## config.mk

```make
export PLATFORM = sky130hd
export DESIGN_NAME = gurr_ram
export DESIGN_NICKNAME = d
export VERILOG_FILES = /design/src/sv/gurr_ram.sv
export SDC_FILE = /design/constraint.sdc
export NUM_CORES = 1
export LEC_CHECK = 0
export CORE_AREA = 2 2 302 304
export DETAILED_ROUTE_END_ITERATION = 6
export DIE_AREA = 0 0 304 306
export DONT_BUFFER_PORTS = 1
export GPL_TIMING_DRIVEN = 0
export PLACE_DENSITY_LB_ADDON = 0.08
export SLEW_MARGIN = 30
export SYNTH_ARGS = -nofsm -noshare
export SYNTH_HDL_FRONTEND = slang
export SYNTH_SLANG_ARGS = --single-unit
export TNS_END_PERCENT = 20
```

## constraint.sdc

```tcl
create_clock -name clk -period 2.55 [get_ports clk]
set_clock_uncertainty 0.15 [all_clocks]
set_input_delay 0.255 -clock clk [delete_from_list [all_inputs] [get_ports clk]]
set_output_delay 0.255 -clock clk [all_outputs]
set_load 0.05 [all_outputs]
```

## src/sv/gurr_ram.sv

```systemverilog
// generic single-write, single-read memory with registered read data
module gurr_ram #(
  parameter int WIDTH = 16,
  parameter int DEPTH = 64
) (
  input  logic                     clk,
  input  logic                     we,
  input  logic [$clog2(DEPTH)-1:0] waddr,
  input  logic [WIDTH-1:0]         wdata,
  input  logic [$clog2(DEPTH)-1:0] raddr,
  output logic [WIDTH-1:0]         rdata
);

  logic [WIDTH-1:0] mem [DEPTH];

  // write port and registered read port
  always_ff @(posedge clk) begin
    if (we) begin
      mem[waddr] <= wdata;
    end
    rdata <= mem[raddr];
  end

endmodule

```

# == Yosys cells after proc, flatten, opt, wreduce, memory -nomap -nowiden ==
# Memories as Yosys holds them, arrays and structs flattened. A register that Yosys moved wholly into a read port is not among the register bits.
# Cells that the tools add are included.
# totals
reg_bits,0
romBits,0
out_inout_bits,16
mem_bits_rw,1024
mem_count,1
latch_bits,0
word_cells,3
# op_classes
order_cmp,0
mul,0
n_reduce_logical,0
n_bitwise,0
muxes,2
shift,0
n_div,0
add_sub_neg,0
n_eq_ne,0
# mem_list
name,words,width,read_ports,rd_ports_with_merged_regs,write_ports,line_no,text
mem,64,16,1,1,1,14,logic [WIDTH-1:0] mem [DEPTH];
# op_table
op,count
2-to-1 mux 1 bit,2

# == Logic depth before layout (Yosys ltp) ==
# logic_depth
word_depth,2
depth_mapped,10

# == Worst setup path after synthesis ==
# No wires, ideal clock.
# synth_path
path_kind,input-to-reg
start,in waddr[3]
end,"mem mem[48][0], enable pin"
cell_stages,4
t_required_ps,1991
n_path_buf,1
slack_ps,110
t_arrival_ps,1881
path_cell_list,clkbuf_1 -> nor2b_1 -> nand4b_1 -> nor3_1
# synth_rtl
item,line_no,text
start: declaration,8,"input logic [$clog2(DEPTH)-1:0] waddr,"
end: declaration,14,
# No word-level cell before the write port.

==> impl_metrics.yaml <==
run_status:
  status: "finished, violations left"
  violations: "negative setup slack"
synthesis:
  syn_area_um2: 40000
  async_reset_ff_share_pct: 0
  ys_ff_latch: 1040
  yosys_warnings: 0
  synth.avg_cell_area_um2: 21.9
  postSynthCellCount: 1829
  synth_edf_count: 1024
  synth_top_area_share_pct: 76.8
  yosysTopAreaCell: "edfxtp_1"
  yosysSeqAreaShare_pct: 77.6
  dominantRegCellSynth: "edfxtp_1"
  syn_nets: 1859
  synth.area.top_cells: "edfxtp_1 (77%), mux4_2 (12%), mux2i_1 (2.1%)"
  synth_cell_types: 43
route:
  ant_nets: 0
  drc: 0
  dr.first_iter.drc_count: 1830
  drt-pass1-iter-count: 7
  drt-vias-per-instance: 5.89
  vias: 19200
  wl_um: 106000
  avgRoutedWirePerCell_um: 32.5
setup_path:
  reg2regPathDepth: 5
  crit_fanout: 10
  setup.worst_path.class: "primary input to register"
  r2r_start: "mem[4][13]"
  cp_common_cell: "buf_2"
  slowest_stage: "a31oi_1"
  crit_cells: 8
  cpLargestDelayFamily: "compound AO/OA/AOI/OAI gates"
  critPathBufInv: 3
  rr_endpoint: "rdata[13]"
  critPathMaxStageDelay_ns: 0.74
  crit_path_end_kind: "register"
  cp_data_arrival_time_ns: 3.01
  crit_required_ns: 2.91
  crit_path_start: "raddr[2]"
  worstPathCellList: "buf_2 -> buf_4 -> buf_2 -> mux4_2 -> mux2i_1 -> a22oi_1 -> a31oi_1 -> a311oi_1"
  startpoint_type: "primary input"
  setup.worst_path.end: "rdata[13]"
  ff2ff_setup_slack_ns: -0.06
finish:
  fill_cells: 7036
  final_util_pct: 51.7
  synthToLayoutAreaGrowth_pct: 15.7
  nets: 2027
  final_common_cell: "edfxtp_1"
  fin_area_um2: 46300
  mostFrequentLayoutCells: "edfxtp_1 (1,024), mux4_2 (220), clkbuf_16 (109), mux2i_1 (84), nand2_1 (59)"
  drive_gt1_share_pct: 28.6
  layoutNonFillerInstCount: 3261
global_routing:
  grt_pass1_vias: 19700
  antenna_found_initial: 7
  grt-ovfl-total: 0
  grt_pass1_wl_um: 149000
  grtUsageTotal_pct: 23.1
  grt_start_max_net_pins: 65
clock_tree:
  cts_setup_buffers: 0
  cts_tree: "done"
  htreeDepth: 3
  cts_buffers: 107
  cts.sinks: 1040
  cts-root-buf: "clkbuf_16"
  clk_path_buf_depth: 3
  path_clk_slew_ns: 0.06
  clkLatencyLatePin_ns: 0.67
sta:
  rsz0062_at_grt: "no"
  setup_viol: 2
  slew_headroom_pct: 31.8
  period_share_pct: 104
  worst_pin_slew_ns: 1.02
  min_period_ns: 2.65
  fmax_mhz: 378
  hold_viol: 0
  holdWs_ns: 0.0747
  slew_viol_final: 0
  worst_slack_ns: -0.0987
worst_hold_path:
  hold_path_class: "primary input to register"
  hold_depth: 2
floorplan:
  dieArea_um2: 93000
  initial_utilization_pct: 44.7
  dieWidth_um: 304
  coreArea_um2: 89600
  die_h_um: 306
  rows: 110
  pin_count: 46
power:
  peakVddDrop_mv: 0.558
  p_sw_w: 0.00788
  p_clk_share_pct: 42.4
  p_int_w: 0.0287
  seq_power_share_pct: 52.1
  combPwrFrac_pct: 5.5
  power_leakage_nw: 14.5
  power_density_nw_per_um2: 790
  swShare_pct: 21.5
placement:
  placed_cell_area_um2: 42200
  hpwl_um: 67200
  placed_cells_incl_taps: 3030
  place.gp.congestion: 0.861
  io_buffers: 0
  dp_slack_ns: -0.790
flow_run:
  maxCapViolCount: 0
## registers in the layout (all words and copies together), names as in the netlist
register,flops
mem,1024
rdata,16
## cells by family after synthesis
group	synth area share, %
flip-flops	77.6
AND/OR/NAND/NOR	2.65
multiplexers	15.5
buffers and inverters	1.83
AO/OA/AOI/OAI	2.41
## Yosys cell counts, types with 4 or more instances
cell type and n:
nand2_1 59, a41oi_1 5, nor2_1 72, a211oi_1 8, buf_4 13, a311oi_1 8
a22oi_1 39, buf_2 36, mux4_1 4, mux2_2 27, a211o_1 8, and4_1 5
edfxtp_1 1024, a221o_1 6, mux2i_1 85, a21oi_1 17, dfxtp_1 16, nand4_1 12
a22o_1 6, buf_6 17, clkbuf_1 24, a221oi_1 16, nand3_1 24, mux4_2 220
buf_12 5, o21ai_0 5, nor2b_1 30, a31oi_1 8
## worst min path at each step
stage | end | start | slack, ns
after floorplan | mem[0][0] | wdata[0] | 0.20
after detailed placement | mem[28][2] | wdata[2] | 0.21
after global placement | mem[22][2] | wdata[2] | 0.21
final | mem[48][5] | waddr[0] | 0.07
after CTS | mem[48][5] | waddr[0] | 0.03
after global routing | mem[48][5] | waddr[0] | 0.04
## power by group through the flow
stage / clock network [W] / logic (W) / registers, W
2_1_floorplan: 0 / 0.000980 / 0.0194
3_3_place_gp: 0 / 0.00156 / 0.0194
3_5_place_dp: 0 / 0.00160 / 0.0194
4_1_cts: 0.0158 / 0.00203 / 0.0191
5_1_grt: 0.0164 / 0.00210 / 0.0191
6_report: 0.0155 / 0.00200 / 0.0191
## stage by stage
step                setup TNS (ns)  total power (W)
detailed placement         -154.04           0.0210
CTS                              0           0.0369
floorplan                        0           0.0204
global route                     0           0.0376
global placement           -762.03           0.0210
finish                      -0.109           0.0366
## area by class of cell
| type | instances | area (um2) | area share [%] |
|---|---|---|---|
| multi-input combinational | 685 | 8680 | 18.7 |
| clock buffer | 126 | 2790 | 6.03 |
| clock inverter | 70 | 667 | 1.44 |
| antenna | 1 | 2.50 | 0.00540 |
| timing repair buffer | 59 | 896 | 1.93 |
| tap | 1176 | 1470 | 3.18 |
| buffer | 104 | 733 | 1.58 |
| sequential | 1040 | 31100 | 67.1 |
## metal layers
| layer | GRT usage [%] | part of all wire (%) | wire [um] |
|---|---|---|---|
| met4 | 6.57 | 2.7 | 2840 |
| met2 | 38.9 | 50 | 53000 |
| met3 | 3.31 | 5.3 | 5620 |
| met1 | 31.5 | 42 | 44600 |
| met5 | 0 | 0.019 | 20 |
## what timing repair did
item,4_1_cts,5_1_grt
resized for setup,6,2
endpoints found under the hold margin,1044,0
hold buffers,34,0
setup endpoints to repair,6,2
(Power assumes the default switching activity.)
