`src/sv/gurr_pkg.sv`:
```
// shared types, codes and defaults for the grouped undo/redo ring
package gurr_pkg;

  // default sizes
  localparam int DEF_RING_DEPTH  = 64;
  localparam int DEF_MAP_ENTRIES = 4096;
  localparam int DEF_TILE_BITS   = 16;

  // fixed field widths of the request and result items
  localparam int CMD_W  = 3;
  localparam int ADDR_W = 12;
  localparam int VAL_W  = 16;
  localparam int STAT_W = 2;

  // command codes
  localparam logic [CMD_W-1:0] CMD_READ  = 3'd0;
  localparam logic [CMD_W-1:0] CMD_EDIT  = 3'd1;
  localparam logic [CMD_W-1:0] CMD_BEGIN = 3'd2;
  localparam logic [CMD_W-1:0] CMD_END   = 3'd3;
  localparam logic [CMD_W-1:0] CMD_UNDO  = 3'd4;
  localparam logic [CMD_W-1:0] CMD_REDO  = 3'd5;

  // result status codes
  localparam logic [STAT_W-1:0] ST_OK    = 2'd0;
  localparam logic [STAT_W-1:0] ST_EMPTY = 2'd1;
  localparam logic [STAT_W-1:0] ST_CUT   = 2'd2;

  // record flag codes
  localparam logic [1:0] FLAG_FREE   = 2'd0;
  localparam logic [1:0] FLAG_DONE   = 2'd1;
  localparam logic [1:0] FLAG_UNDONE = 2'd2;

  // record group marks
  localparam logic [1:0] GRP_NONE  = 2'd0;
  localparam logic [1:0] GRP_BEGIN = 2'd1;
  localparam logic [1:0] GRP_IN    = 2'd2;
  localparam logic [1:0] GRP_END   = 2'd3;

  // saturation limits of the group counters
  localparam logic [7:0] NEST_MAX = 8'd255;
  localparam logic [6:0] GLEN_MAX = 7'd127;

  // request payload
  typedef struct packed {
    logic [CMD_W-1:0]  command;
    logic [ADDR_W-1:0] tile_address;
    logic [VAL_W-1:0]  tile_value;
  } cmd_item_t;

  // result payload
  typedef struct packed {
    logic [STAT_W-1:0] status;
    logic [ADDR_W-1:0] out_address;
    logic [VAL_W-1:0]  out_value;
    logic              last;
  } res_item_t;

  // per-record state kept in the meta memory
  typedef struct packed {
    logic [1:0] flag;
    logic [1:0] grp;
  } meta_t;

endpackage

```
`src/sv/gurr_mod_unit.sv`:
```
// reduction of a tile address modulo the map size by reciprocal multiplication
module gurr_mod_unit #(
  parameter int MAP_ENTRIES = gurr_pkg::DEF_MAP_ENTRIES
) (
  input  logic                        clk,
  input  logic                        rst,
  input  logic                        start,
  input  logic [gurr_pkg::ADDR_W-1:0] din,
  output logic                        busy,
  output logic [gurr_pkg::ADDR_W-1:0] rem
);
  import gurr_pkg::*;

  // only sizes below the address range that are not powers of two need steps
  localparam bit NEED_MOD = (MAP_ENTRIES < (1 << ADDR_W)) &&
                            ((MAP_ENTRIES & (MAP_ENTRIES - 1)) != 0);

  generate
    if (NEED_MOD) begin : g_iter
      // rounded-up reciprocal, exact quotient for every address value
      localparam int     L_BITS = $clog2(MAP_ENTRIES);
      localparam int     SHIFT  = ADDR_W + L_BITS;
      localparam longint RECIP  = ((longint'(1) << SHIFT) + MAP_ENTRIES - 1) / MAP_ENTRIES;
      localparam int     PROD_W = 2 * ADDR_W + 1;

      logic [ADDR_W-1:0] x;
      logic [ADDR_W-1:0] quot;
      logic [PROD_W-1:0] prod;
      logic              phase;

      assign prod = PROD_W'(x) * PROD_W'(RECIP);

      // busy while the quotient is formed first and then the remainder
      always_ff @(posedge clk) begin
        if (rst) begin
          busy  <= 1'b0;
          phase <= 1'b0;
        end else if (start) begin
          busy  <= 1'b1;
          phase <= 1'b0;
        end else if (busy) begin
          phase <= 1'b1;
          if (phase) begin
            busy <= 1'b0;
          end
        end
      end

      // quotient by multiply and shift, remainder by multiply and subtract
      always_ff @(posedge clk) begin
        if (start) begin
          x <= din;
        end else if (busy && !phase) begin
          quot <= ADDR_W'(prod >> SHIFT);
        end else if (busy) begin
          rem <= x - ADDR_W'(quot * ADDR_W'(MAP_ENTRIES));
        end
      end
    end else begin : g_direct
      // the tile memory index truncation already gives the remainder
      assign busy = 1'b0;

      always_ff @(posedge clk) begin
        if (start) begin
          rem <= din;
        end
      end
    end
  endgenerate

endmodule

```
`config.mk`:
```
export PLATFORM = sky130hd
export DESIGN_NAME = gurr_mod_unit
export DESIGN_NICKNAME = d
export VERILOG_FILES = /design/src/sv/gurr_pkg.sv /design/src/sv/gurr_mod_unit.sv
export SDC_FILE = /design/constraint.sdc
export NUM_CORES = 1
export LEC_CHECK = 0
export CAP_MARGIN = 20
export CORE_AREA = 5 5 42 44
export CTS_CLUSTER_SIZE = 16
export DETAILED_ROUTE_END_ITERATION = 16
export DIE_AREA = 0 0 47 49
export DONT_BUFFER_PORTS = 1
export GPL_ROUTABILITY_DRIVEN = 0
export HOLD_SLACK_MARGIN = 0.08
export PLACE_DENSITY = 0.42
export SYNTH_ARGS = -nofsm -noshare
export SYNTH_HDL_FRONTEND = slang
export SYNTH_SLANG_ARGS = --single-unit
```
`constraint.sdc`:
```
create_clock -name clk -period 0.8 [get_ports clk]
set_clock_uncertainty 0.05 [all_clocks]
set_input_delay 0.24 -clock clk [delete_from_list [all_inputs] [get_ports clk]]
set_output_delay 0.24 -clock clk [all_outputs]
set_load 0.01 [all_outputs]
```
# Word level (Yosys, flattened, before mapping)
# Index checks and enable logic that the tools add are counted.
word_totals:
  reg_bits: 12
  elab_cells: 1

# Longest topological paths before layout
# Gate-level depths: netlist of the first run.
depth:
  ltp_word: 0
  mapped_depth: 1

# Least setup slack after synthesis of the first run
# No wires, ideal clock.
synth_path:
  path_kind: "register -> output"
  from: "register rem[0] in the netlist's numbering"
  to: "output rem[0] in the netlist's numbering"
  arrival_time_ps: 394
  path_slack_ps: 116
  stages_incl_launch_ff: 1
  path_cell_list: "edfxtp_1"
synth_lines:
  columns: ["element", "line_no", "rtl"]
  rows:
  - ["start: declaration", "gurr_mod_unit.sv:10", "output logic [gurr_pkg::ADDR_W-1:0] rem"]
  - ["start signal: assignment", "gurr_mod_unit.sv:65", "rem <= din;"]
# No word-level cell between the ends.

# Final worst setup path of the first run
layout_path:
  from: "register rem[0] in the netlist's numbering"
  to: "output rem[0] in the netlist's numbering"
# No word-level cell between the ends.

==> impl_results.html, run 1 <==
<table>
<tr><th>Metric</th><th>Value</th></tr>
<tr><th colspan="2">Die</th></tr>
<tr><td>Starting Density</td><td>0.265</td></tr>
<tr><td>Die Wd</td><td>47 microns</td></tr>
<tr><td>Core Region</td><td>1400 sq um</td></tr>
<tr><td>Row count</td><td>14</td></tr>
<tr><td>Total I/O pin count</td><td>28</td></tr>
<tr><td>Height of the die</td><td>49 microns</td></tr>
<tr><td>Area of the die</td><td>2300 sq um</td></tr>
<tr><th colspan="2">STA</th></tr>
<tr><td>Setup repair after global routing missed its margin</td><td>yes</td></tr>
<tr><td>Period minus WS final</td><td>0.985 ns</td></tr>
<tr><td>Hold Fails Final Rpt</td><td>0</td></tr>
<tr><td>PnR worst setup slack</td><td>-0.185 ns</td></tr>
<tr><td>Final Max Slew Viols</td><td>0</td></tr>
<tr><td>Fmax</td><td>1.02 GHz</td></tr>
<tr><td>Final cycle utilization of the critical path</td><td>1.23</td></tr>
<tr><td>Endpoints failing setup</td><td>24</td></tr>
<tr><th colspan="2">Synthesis</th></tr>
<tr><td>Area share of the largest cell type after synthesis</td><td>0.970</td></tr>
<tr><td>Number of flip-flops and latches in the synthesized netlist</td><td>12</td></tr>
<tr><td>Number of synthesis warnings</td><td>0</td></tr>
<tr><td>Proportion of synthesized chip area in sequential cells</td><td>0.970</td></tr>
<tr><td>Main area contributors after synthesis</td><td>sky130_fd_sc_hd__edfxtp_1 97%, sky130_fd_sc_hd__buf_4 2.0%, sky130_fd_sc_hd__conb_1 1.0%</td></tr>
<tr><td>Synthesized Nets</td><td>29</td></tr>
<tr><td>Library cell with the largest summed area after synthesis</td><td>sky130_fd_sc_hd__edfxtp_1</td></tr>
<tr><td>Count of different cell masters after synthesis</td><td>3</td></tr>
<tr><td>Number of standard cells after synthesis</td><td>14</td></tr>
<tr><td>Netlist Area Pre-Place</td><td>372 sq um</td></tr>
<tr><td>Avg Inst Size Synth</td><td>26.5 sq um</td></tr>
<tr><th colspan="2">Power and ir drop</th></tr>
<tr><td>Switching pwr</td><td>0.000225 W</td></tr>
<tr><td>Share of total power in sequential cells</td><td>0.669</td></tr>
<tr><td>Switching share of power</td><td>0.189</td></tr>
<tr><td>Worst ir drop on vdd</td><td>1.04 mV</td></tr>
<tr><td>Total chip power</td><td>0.00119 W</td></tr>
<tr><td>Pwr Density</td><td>2250 nW/um^2</td></tr>
<tr><td>Clock network fraction of design power</td><td>0.292</td></tr>
<tr><td>Portion of total power attributed to combinational logic</td><td>0.040</td></tr>
<tr><td>Leakage dissipation</td><td>0.185 nW</td></tr>
<tr><td>Internal portion of total power</td><td>0.000963 W</td></tr>
<tr><th colspan="2">Routing</th></tr>
<tr><td>Total met2 wirelength after detailed routing</td><td>301 microns</td></tr>
<tr><td>Detailed-routed wire length on met3</td><td>107 microns</td></tr>
<tr><td>Met1 Wirelength</td><td>213 microns</td></tr>
<tr><td>Top layer in use</td><td>met3</td></tr>
<tr><td>Count of nets left with antenna violations after detail routing</td><td>0</td></tr>
<tr><td>Router iterations before antenna repair</td><td>1</td></tr>
<tr><td>Ratio of routed vias to standard cells</td><td>3.98</td></tr>
<tr><td>Aggregate routed wire length</td><td>623 microns</td></tr>
<tr><td>Residual DRC count</td><td>0</td></tr>
<tr><td>Violation count after the first detailed-routing iteration</td><td>0</td></tr>
<tr><td>Vias after detailed routing</td><td>175</td></tr>
<tr><td>Drt wl/cell</td><td>14.2 microns</td></tr>
<tr><th colspan="2">Clock network</th></tr>
<tr><td>Clock slew at the register clock pins of the worst setup and hold paths</td><td>0.07 ns</td></tr>
<tr><td># clock sinks</td><td>12</td></tr>
<tr><td>Total number of H-tree levels</td><td>1</td></tr>
<tr><td>Clock tree from TritonCTS</td><td>built</td></tr>
<tr><td>Number of buffers created by CTS</td><td>3</td></tr>
<tr><td>CTS root buffer</td><td>sky130_fd_sc_hd__clkbuf_4</td></tr>
<tr><td>CTS max path bufs</td><td>2</td></tr>
<tr><td>Setup fix buffers added after clock tree synthesis</td><td>0</td></tr>
<tr><th colspan="2">Final layout</th></tr>
<tr><td>Layout Utilization</td><td>0.376</td></tr>
<tr><td>Largest regs</td><td>rem x12</td></tr>
<tr><td>Post-synthesis to final-layout area growth</td><td>41.8%</td></tr>
<tr><td>Flip-flop count of the largest register, all copies and words added</td><td>12</td></tr>
<tr><td>Post-route standard cell area excluding fillers</td><td>527 sq um</td></tr>
<tr><td>Layout cells sized above 1</td><td>0.107</td></tr>
<tr><td>Final-stage net count</td><td>45</td></tr>
<tr><td>Filler-free cell count of the finished design</td><td>44</td></tr>
<tr><td>Antenna diode count</td><td>0</td></tr>
<tr><td>Register ranked first by flip-flop count</td><td>rem</td></tr>
<tr><th colspan="2">Worst setup path</th></tr>
<tr><td>Critical Path Fanout Max</td><td>1</td></tr>
<tr><td>Capturing element type of the critical path</td><td>output port</td></tr>
<tr><td>Crit path arrival time</td><td>0.69 ns</td></tr>
<tr><td>Required time of the critical path</td><td>0.51 ns</td></tr>
<tr><td>Type of the worst setup path</td><td>flop to output port</td></tr>
<tr><td>Startpoint type of the worst setup path</td><td>flop</td></tr>
<tr><th colspan="2">Global routing</th></tr>
<tr><td>Wire length of the first global-routing pass</td><td>917 microns</td></tr>
<tr><td>Largest net degree at the start of global routing</td><td>13</td></tr>
<tr><td>Via count of the first global-routing pass</td><td>202</td></tr>
<tr><td>GR Util All Layers</td><td>0.0629</td></tr>
<tr><td>GRT overflow</td><td>0</td></tr>
<tr><td>Number of antenna violations at the first check in global routing</td><td>0</td></tr>
<tr><th colspan="2">Hold path</th></tr>
<tr><td>Type of the worst min-delay path</td><td>input port to flop</td></tr>
<tr><th colspan="2">Placed design</th></tr>
<tr><td>Port Buffer Count</td><td>0</td></tr>
<tr><td>Post-placement cell area</td><td>384 sq um</td></tr>
<tr><td>Placed Cells</td><td>29</td></tr>
<tr><th colspan="2">Run status</th></tr>
<tr><td>Outcome</td><td>finished, violations left</td></tr>
<tr><td>Failing checks</td><td>setup timing</td></tr>
<tr><th colspan="2">Job</th></tr>
<tr><td>Max-cap violations</td><td>0</td></tr>
</table>
-- through the flow --
| stage | hold WS [ns] | worst slack (ns) | setup TNS, ns |
|---|---|---|---|
| 2_1_floorplan | 0.289 | 0.116 | 0 |
| 3_3_place_gp | 0.289 | 0.0969 | 0 |
| 3_5_place_dp | 0.289 | 0.0921 | 0 |
| 4_1_cts | 0.00997 | -0.208 | -2.36 |
| 5_1_grt | 0.00662 | -0.226 | -2.60 |
| 6_report | 0.0362 | -0.185 | -2.20 |
-- layer usage --
layer	GRT usage	up-vias
met1	0.0553	76
li1	-	81
met4	0.0553	0
met5	0	-
met3	0.0664	0
met2	0.0769	18
-- Yosys cell counts --
cell and count:
sky130_fd_sc_hd__buf_4 1, sky130_fd_sc_hd__conb_1 1, sky130_fd_sc_hd__edfxtp_1 12
-- final timing paths --
kind                           end             start  slack (ns)  cells past startpoint
hold / removal    rem[0]$_DFFE_PP_             start        0.04                      0
setup / recovery            rem[0]  rem[0]$_DFFE_PP_       -0.18                      0
-- logic make-up after synthesis --
logic type             share of synthesized area
buffers and inverters                     0.0202
DFF                                        0.970
other                                     0.0101
-- cells in the final DEF, fill, tap and decap left out --
| cell type | synthesis | layout |
|---|---|---|
| sky130_fd_sc_hd__dlygate4sd3_1 | 0 | 12 |
| sky130_fd_sc_hd__edfxtp_1 | 12 | 12 |
| sky130_fd_sc_hd__clkbuf_4 | 0 | 3 |
| sky130_fd_sc_hd__conb_1 | 1 | 1 |
-- repair_timing --
item	CTS	global route
resized for setup	0	0
endpoints found under the setup margin	12	12
endpoints found under the hold margin	24	18
hold buffers	6	6
-- final cells by class --
class	count	area (sq um)
Fill cell	143	875
Tap cell	16	20.0
Clock buffer	3	22.5
Sequential cell	12	360
Timing Repair Buffer	12	120
Multi-Input combinational cell	1	3.75
-- power groups by stage --
stage | combinational, W | sequential (W) | clock, W
floorplan | 0.00000566 | 0.000801 | 0
global placement | 0.00000203 | 0.000811 | 0
detailed placement | 0.00000203 | 0.000810 | 0
CTS | 0.0000254 | 0.000797 | 0.000370
global route | 0.0000510 | 0.000799 | 0.000408
finish | 0.0000474 | 0.000794 | 0.000346
Power figures use the tool's default switching activity.
==> run 2, diff against run 1 <==
Settings changed: ABC_AREA set to 1, CTS_BUF_LIST set to sky130_fd_sc_hd__clkbuf_8 sky130_fd_sc_hd__clkbuf_16.
==> impl_results.html, run 2 (synthesis results as in run 1) <==
<table>
<tr><th>Metric</th><th>Value</th></tr>
<tr><th colspan="2">Run status</th></tr>
<tr><td>Outcome</td><td>finished, violations left</td></tr>
<tr><td>Failing checks</td><td>setup timing</td></tr>
<tr><th colspan="2">Die</th></tr>
<tr><td>Area of the die</td><td>2300 sq um (unchanged)</td></tr>
<tr><td>Total I/O pin count</td><td>28 (unchanged)</td></tr>
<tr><td>Row count</td><td>14 (unchanged)</td></tr>
<tr><td>Core Region</td><td>1400 sq um (unchanged)</td></tr>
<tr><td>Die Wd</td><td>47 microns (unchanged)</td></tr>
<tr><td>Starting Density</td><td>0.265 (unchanged)</td></tr>
<tr><td>Height of the die</td><td>49 microns (unchanged)</td></tr>
<tr><th colspan="2">Job</th></tr>
<tr><td>Max-cap violations</td><td>0 (unchanged)</td></tr>
<tr><th colspan="2">Placed design</th></tr>
<tr><td>Post-placement cell area</td><td>384 sq um (unchanged)</td></tr>
<tr><td>Port Buffer Count</td><td>0 (unchanged)</td></tr>
<tr><td>Worst slack, placed</td><td>0.0921 ns (unchanged)</td></tr>
<tr><th colspan="2">Final layout</th></tr>
<tr><td>Register ranked first by flip-flop count</td><td>rem</td></tr>
<tr><td>Layout cells sized above 1</td><td>0.188 (+0.0804)</td></tr>
<tr><td>Post-synthesis to final-layout area growth</td><td>14.5%</td></tr>
<tr><td>Top library cells by usage in the layout, fill and taps aside</td><td>12 x sky130_fd_sc_hd__edfxtp_1, 3 x sky130_fd_sc_hd__clkbuf_8, 1 x sky130_fd_sc_hd__conb_1</td></tr>
<tr><td>Final-stage net count</td><td>33 (-27%)</td></tr>
<tr><td>Fill cell count</td><td>146 (+2.1%)</td></tr>
<tr><td>Flip-flop count of the largest register, all copies and words added</td><td>12 (unchanged)</td></tr>
<tr><td>Most common cell after layout, fill and taps aside</td><td>sky130_fd_sc_hd__edfxtp_1</td></tr>
<tr><td>Post-route standard cell area excluding fillers</td><td>425 sq um (-19%)</td></tr>
<tr><td>Footprint of the multi-input gates</td><td>3.75 sq um (unchanged)</td></tr>
<tr><td>Area of all sequential standard cells</td><td>360 sq um (unchanged)</td></tr>
<tr><td>Antenna diode count</td><td>0 (unchanged)</td></tr>
<tr><td>Largest regs</td><td>rem x12</td></tr>
<tr><th colspan="2">Worst setup path</th></tr>
<tr><td>Startpoint type of the worst setup path</td><td>flop</td></tr>
<tr><td>Crit path arrival time</td><td>0.66 ns (-0.03 ns)</td></tr>
<tr><td>Crit. Startpoint</td><td>rem[0]$_DFFE_PP_</td></tr>
<tr><td>Required time of the critical path</td><td>0.51 ns (about the same)</td></tr>
<tr><td>Critical Path Fanout Max</td><td>1 (unchanged)</td></tr>
<tr><td>Type of the worst setup path</td><td>flop to output port</td></tr>
<tr><td>Capturing element type of the critical path</td><td>output port</td></tr>
<tr><th colspan="2">Clock network</th></tr>
<tr><td>CTS max path bufs</td><td>2 (unchanged)</td></tr>
<tr><td>Post_cts resized</td><td>0 (unchanged)</td></tr>
<tr><td>Clock slew at the register clock pins of the worst setup and hold paths</td><td>0.05 ns (-0.02 ns)</td></tr>
<tr><td>Total number of H-tree levels</td><td>1 (unchanged)</td></tr>
<tr><td>CTS root buffer</td><td>sky130_fd_sc_hd__clkbuf_8</td></tr>
<tr><td>Clock tree from TritonCTS</td><td>built</td></tr>
<tr><td># clock sinks</td><td>12 (unchanged)</td></tr>
<tr><td>Setup fix buffers added after clock tree synthesis</td><td>0 (unchanged)</td></tr>
<tr><td>Number of buffers created by CTS</td><td>3 (unchanged)</td></tr>
<tr><th colspan="2">Power and ir drop</th></tr>
<tr><td>Switching pwr</td><td>0.000229 W (+2.1%)</td></tr>
<tr><td>Portion of total power attributed to combinational logic</td><td>0.002 (-0.038)</td></tr>
<tr><td>Worst ir drop on vdd</td><td>1.10 mV (+5.3%)</td></tr>
<tr><td>Pwr Density</td><td>3080 nW/um^2 (+37%)</td></tr>
<tr><td>Share of total power in sequential cells</td><td>0.608 (-0.061)</td></tr>
<tr><td>Switching share of power</td><td>0.175 (-0.0144)</td></tr>
<tr><td>Clock network fraction of design power</td><td>0.391 (+0.099)</td></tr>
<tr><td>Internal portion of total power</td><td>0.00108 W (+12%)</td></tr>
<tr><td>Leakage dissipation</td><td>0.142 nW (-23%)</td></tr>
<tr><th colspan="2">Routing</th></tr>
<tr><td>Residual DRC count</td><td>0 (unchanged)</td></tr>
<tr><td>Drt wl/cell</td><td>19.1 microns (+35%)</td></tr>
<tr><td>Router iterations before antenna repair</td><td>1 (unchanged)</td></tr>
<tr><td>Vias after detailed routing</td><td>135 (-23%)</td></tr>
<tr><td>Aggregate routed wire length</td><td>612 microns (-1.8%)</td></tr>
<tr><td>Count of nets left with antenna violations after detail routing</td><td>0 (unchanged)</td></tr>
<tr><td>Ratio of routed vias to standard cells</td><td>4.22 (+6.1%)</td></tr>
<tr><td>Violation count after the first detailed-routing iteration</td><td>0 (unchanged)</td></tr>
<tr><th colspan="2">STA</th></tr>
<tr><td>Setup TNS</td><td>-1.67 ns (+0.529 ns)</td></tr>
<tr><td>PnR worst setup slack</td><td>-0.148 ns (+0.0373 ns)</td></tr>
<tr><td>Setup repair after global routing missed its margin</td><td>yes</td></tr>
<tr><td>Final Max Slew Viols</td><td>0 (unchanged)</td></tr>
<tr><td>Period minus WS final</td><td>0.948 ns (-0.0373 ns)</td></tr>
<tr><td>Endpoints failing setup</td><td>12 (-50%)</td></tr>
<tr><td>Hold Fails Final Rpt</td><td>0 (unchanged)</td></tr>
<tr><td>Fmax</td><td>1.06 GHz (+3.9%)</td></tr>
<tr><td>Final cycle utilization of the critical path</td><td>1.18 (-0.0466)</td></tr>
<tr><th colspan="2">Global routing</th></tr>
<tr><td>Wire length of the first global-routing pass</td><td>931 microns (+1.5%)</td></tr>
<tr><td>GR Util All Layers</td><td>0.0643 (+0.00143)</td></tr>
<tr><td>GRT overflow</td><td>0 (unchanged)</td></tr>
<tr><td>Number of antenna violations at the first check in global routing</td><td>0 (unchanged)</td></tr>
<tr><td>Largest net degree at the start of global routing</td><td>13 (unchanged)</td></tr>
<tr><td>Via count of the first global-routing pass</td><td>179 (-11%)</td></tr>
<tr><th colspan="2">Hold path</th></tr>
<tr><td>Hold Path Depth</td><td>0 (unchanged)</td></tr>
<tr><td>Worst-case hold path end point</td><td>rem[4]$_DFFE_PP_</td></tr>
<tr><td>Worst Min Path Start</td><td>din[4]</td></tr>
<tr><td>Type of the worst min-delay path</td><td>input port to flop</td></tr>
</table>
==> run 2: cell types whose count changed in the layout (fill, tap and decap cells not counted) <==
cell / previous run / this run
sky130_fd_sc_hd__clkbuf_8: 0 / 3
sky130_fd_sc_hd__dlygate4sd3_1: 12 / 0
sky130_fd_sc_hd__clkbuf_4: 3 / 0
==> run 2: layout make-up <==
| cell class | count | area share |
|---|---|---|
| sequential | 12 | 0.847 |
| clock buffer | 3 | 0.0971 |
| tap | 16 | 0.0471 |
| multi-input combinational | 1 | 0.00882 |
==> run 2: worst max path at each step <==
| stage | to | slack, ns | depth (start not counted) |
|---|---|---|---|
| after floorplan | rem[0] | 0.12 | 0 |
| after global placement | rem[1] | 0.1 | 0 |
| after detailed placement | rem[0] | 0.09 | 0 |
| after CTS | rem[0] | -0.16 | 0 |
| after global routing | rem[0] | -0.18 | 0 |
| final | rem[0] | -0.15 | 0 |
==> run 2: power by group through the flow <==
stage	sequential [W]	clock, W	combinational (W)
after floorplan	0.000801	0	0.00000566
after global placement	0.000811	0	0.00000203
after detailed placement	0.000810	0	0.00000203
after CTS	0.000800	0.000535	0.00000203
after global routing	0.000801	0.000588	0.00000277
final	0.000797	0.000513	0.00000224
==> run 2: stage by stage <==
step / std cells / hold WS (ns) / total power, W / util
finish: 32 / 0.0544 / 0.00131 / 0.304
detailed placement: 29 / 0.289 / 0.000812 / 0.274
CTS: 32 / 0.0467 / 0.00134 / 0.304
global placement: 29 / 0.289 / 0.000813 / 0.274
global route: 32 / 0.0341 / 0.00139 / 0.304
floorplan: 14 / 0.289 / 0.000807 / -
==> run 2: per-layer routing <==
metal,vias up,routed length (microns),global-route usage,part of all wire
met5,-,0,0,0
met4,0,10,0.0553,0.016
met3,2,83,0.0590,0.14
met2,17,275,0.0747,0.45
met1,61,242,0.0668,0.40
li1,55,-,-,-
==> run 3, diff against run 2 <==
Settings changed: PLACE_DENSITY 0.42 to 0.4.
Clock period 0.8 ns to 0.9 ns, I/O delays scaled along.
==> impl_results.html, run 3 (synthesis results as in run 1) <==
<table>
<tr><th>Metric</th><th>Value</th></tr>
<tr><th colspan="2">Final layout</th></tr>
<tr><td>Layout cells sized above 1</td><td>0.107 (-0.0804)</td></tr>
<tr><td>Antenna diode count</td><td>0 (unchanged)</td></tr>
<tr><td>Post-synthesis to final-layout area growth</td><td>46.8%</td></tr>
<tr><td>Filler-free cell count of the finished design</td><td>44 (+38%)</td></tr>
<tr><td>Register ranked first by flip-flop count</td><td>rem</td></tr>
<tr><td>Top library cells by usage in the layout, fill and taps aside</td><td>12 x sky130_fd_sc_hd__dlygate4sd3_1, 12 x sky130_fd_sc_hd__edfxtp_1, 3 x sky130_fd_sc_hd__clkbuf_8, 1 x sky130_fd_sc_hd__conb_1</td></tr>
<tr><td>Largest regs</td><td>rem x12</td></tr>
<tr><td>Final-stage net count</td><td>45 (+36%)</td></tr>
<tr><td>Flip-flop count of the largest register, all copies and words added</td><td>12 (unchanged)</td></tr>
<tr><th colspan="2">Clock network</th></tr>
<tr><td># clock sinks</td><td>12 (unchanged)</td></tr>
<tr><td>Clock slew at the register clock pins of the worst setup and hold paths</td><td>0.05 ns (about the same)</td></tr>
<tr><td>CTS max path bufs</td><td>2 (unchanged)</td></tr>
<tr><td>Number of buffers created by CTS</td><td>3 (unchanged)</td></tr>
<tr><td>Total number of H-tree levels</td><td>1 (unchanged)</td></tr>
<tr><td>Clock tree from TritonCTS</td><td>built</td></tr>
<tr><td>CTS root buffer</td><td>sky130_fd_sc_hd__clkbuf_8</td></tr>
<tr><td>Setup fix buffers added after clock tree synthesis</td><td>0 (unchanged)</td></tr>
<tr><th colspan="2">Routing</th></tr>
<tr><td>Router iterations before antenna repair</td><td>2 (+1)</td></tr>
<tr><td>Violation count after the first detailed-routing iteration</td><td>1 (+1)</td></tr>
<tr><td>Count of nets left with antenna violations after detail routing</td><td>0 (unchanged)</td></tr>
<tr><td>Aggregate routed wire length</td><td>611 microns (-0.16%)</td></tr>
<tr><td>Drt wl/cell</td><td>13.9 microns (-27%)</td></tr>
<tr><td>Residual DRC count</td><td>0 (unchanged)</td></tr>
<tr><td>Ratio of routed vias to standard cells</td><td>4.05 (-4.1%)</td></tr>
<tr><td>Vias after detailed routing</td><td>178 (+32%)</td></tr>
<tr><th colspan="2">Worst setup path</th></tr>
<tr><td>Required time of the critical path</td><td>0.58 ns (+0.07 ns)</td></tr>
<tr><td>Capturing element type of the critical path</td><td>output port</td></tr>
<tr><td>Crit path arrival time</td><td>0.65 ns (about the same)</td></tr>
<tr><td>Type of the worst setup path</td><td>flop to output port</td></tr>
<tr><td>Startpoint type of the worst setup path</td><td>flop</td></tr>
<tr><td>Critical Path Fanout Max</td><td>1 (unchanged)</td></tr>
<tr><th colspan="2">Hold path</th></tr>
<tr><td>Type of the worst min-delay path</td><td>input port to flop</td></tr>
<tr><td>Worst Min Path Start</td><td>start</td></tr>
<tr><td>Worst-case hold path end point</td><td>rem[7]$_DFFE_PP_</td></tr>
<tr><td>Hold Path Depth</td><td>0 (unchanged)</td></tr>
<tr><th colspan="2">Global routing</th></tr>
<tr><td>GR Util All Layers</td><td>0.0572 (-0.00711)</td></tr>
<tr><td>GRT overflow</td><td>0 (unchanged)</td></tr>
<tr><td>Largest net degree at the start of global routing</td><td>13 (unchanged)</td></tr>
<tr><td>Via count of the first global-routing pass</td><td>209 (+17%)</td></tr>
<tr><td>Number of antenna violations at the first check in global routing</td><td>0 (unchanged)</td></tr>
<tr><td>Wire length of the first global-routing pass</td><td>834 microns (-10%)</td></tr>
<tr><th colspan="2">Power and ir drop</th></tr>
<tr><td>Total chip power</td><td>0.00120 W (-8.7%)</td></tr>
<tr><td>Leakage dissipation</td><td>0.192 nW (+35%)</td></tr>
<tr><td>Pwr Density</td><td>2190 nW/um^2 (-29%)</td></tr>
<tr><td>Worst ir drop on vdd</td><td>1.20 mV (+9.0%)</td></tr>
<tr><th colspan="2">STA</th></tr>
<tr><td>Endpoints failing setup</td><td>12 (unchanged)</td></tr>
<tr><td>Final Max Slew Viols</td><td>0 (unchanged)</td></tr>
<tr><td>Hold Fails Final Rpt</td><td>0 (unchanged)</td></tr>
<tr><td>Worst hold slack</td><td>0.0996 ns (+0.0452 ns)</td></tr>
<tr><td>PnR worst setup slack</td><td>-0.0720 ns (+0.0755 ns)</td></tr>
<tr><td>Period minus WS final</td><td>0.972 ns</td></tr>
<tr><td>Final cycle utilization of the critical path</td><td>1.08</td></tr>
<tr><td>Fmax</td><td>1.03 GHz</td></tr>
<tr><td>Setup repair after global routing missed its margin</td><td>yes</td></tr>
<tr><td>Setup TNS</td><td>-0.802 ns (+0.872 ns)</td></tr>
<tr><th colspan="2">Run status</th></tr>
<tr><td>Failing checks</td><td>setup timing</td></tr>
<tr><td>Outcome</td><td>finished, violations left</td></tr>
<tr><th colspan="2">Die</th></tr>
<tr><td>Die Wd</td><td>47 microns (unchanged)</td></tr>
<tr><td>Row count</td><td>14 (unchanged)</td></tr>
<tr><td>Starting Density</td><td>0.265 (unchanged)</td></tr>
<tr><td>Height of the die</td><td>49 microns (unchanged)</td></tr>
<tr><td>Core Region</td><td>1400 sq um (unchanged)</td></tr>
<tr><td>Total I/O pin count</td><td>28 (unchanged)</td></tr>
<tr><td>Area of the die</td><td>2300 sq um (unchanged)</td></tr>
<tr><th colspan="2">Placed design</th></tr>
<tr><td>Port Buffer Count</td><td>0 (unchanged)</td></tr>
<tr><td>Placed Cells</td><td>29 (unchanged)</td></tr>
<tr><td>Worst slack, placed</td><td>0.169 ns (+0.0765 ns)</td></tr>
<tr><th colspan="2">Job</th></tr>
<tr><td>Max-cap violations</td><td>0 (unchanged)</td></tr>
</table>
run 3: cell types whose count changed in the layout (fill, tap and decap cells not counted), sizes merged:
| cell | delta |
|---|---|
| dlygate4sd3 | +12 |
run 3: power by group:
part / switching (W) / total [W] / internal (W)
Sequential: 0.0000377 / 0.000708 / 0.000670
Combinational: 0.00000845 / 0.0000428 / 0.0000344
Clock: 0.000155 / 0.000447 / 0.000291
Total: 0.000202 / 0.00120 / 0.000996
run 3: what timing repair did:
item                                    CTS  global route
hold buffers                              6             6
endpoints found under the setup margin   12            12
resized for setup                         0             0
endpoints found under the hold margin     6            12
run 3: worst max path at each step:
stage,start,end,cells after the start
after floorplan,rem[0]$_DFFE_PP_,rem[0],0
after global placement,rem[0]$_DFFE_PP_,rem[0],0
after detailed placement,rem[4]$_DFFE_PP_,rem[4],0
after CTS,rem[7]$_DFFE_PP_,rem[7],0
after global routing,rem[10]$_DFFE_PP_,rem[10],0
final,rem[4]$_DFFE_PP_,rem[4],0
run 3: metrics by stage:
stage,utilization,instance area [sq um]
after floorplan,-,372
after global placement,0.274,384
after detailed placement,0.274,384
after CTS,0.346,485
after global routing,0.389,546
final,0.389,546
run 3: metal layers:
layer | up-vias | global-route usage | wire length, microns
met4 | 0 | 0.0138 | 0
met3 | 0 | 0.0959 | 124
met1 | 79 | 0.0439 | 173
met2 | 20 | 0.0724 | 313
li1 | 79 | - | -
met5 | - | 0 | 0
run 3: final cells by class:
class,instances,area [sq um]
repair buffers,12,120
multi-input cells,1,3.75
flip-flops and latches,12,360
fillers,139,856
clock buffers,3,41.3
well taps,16,20.0
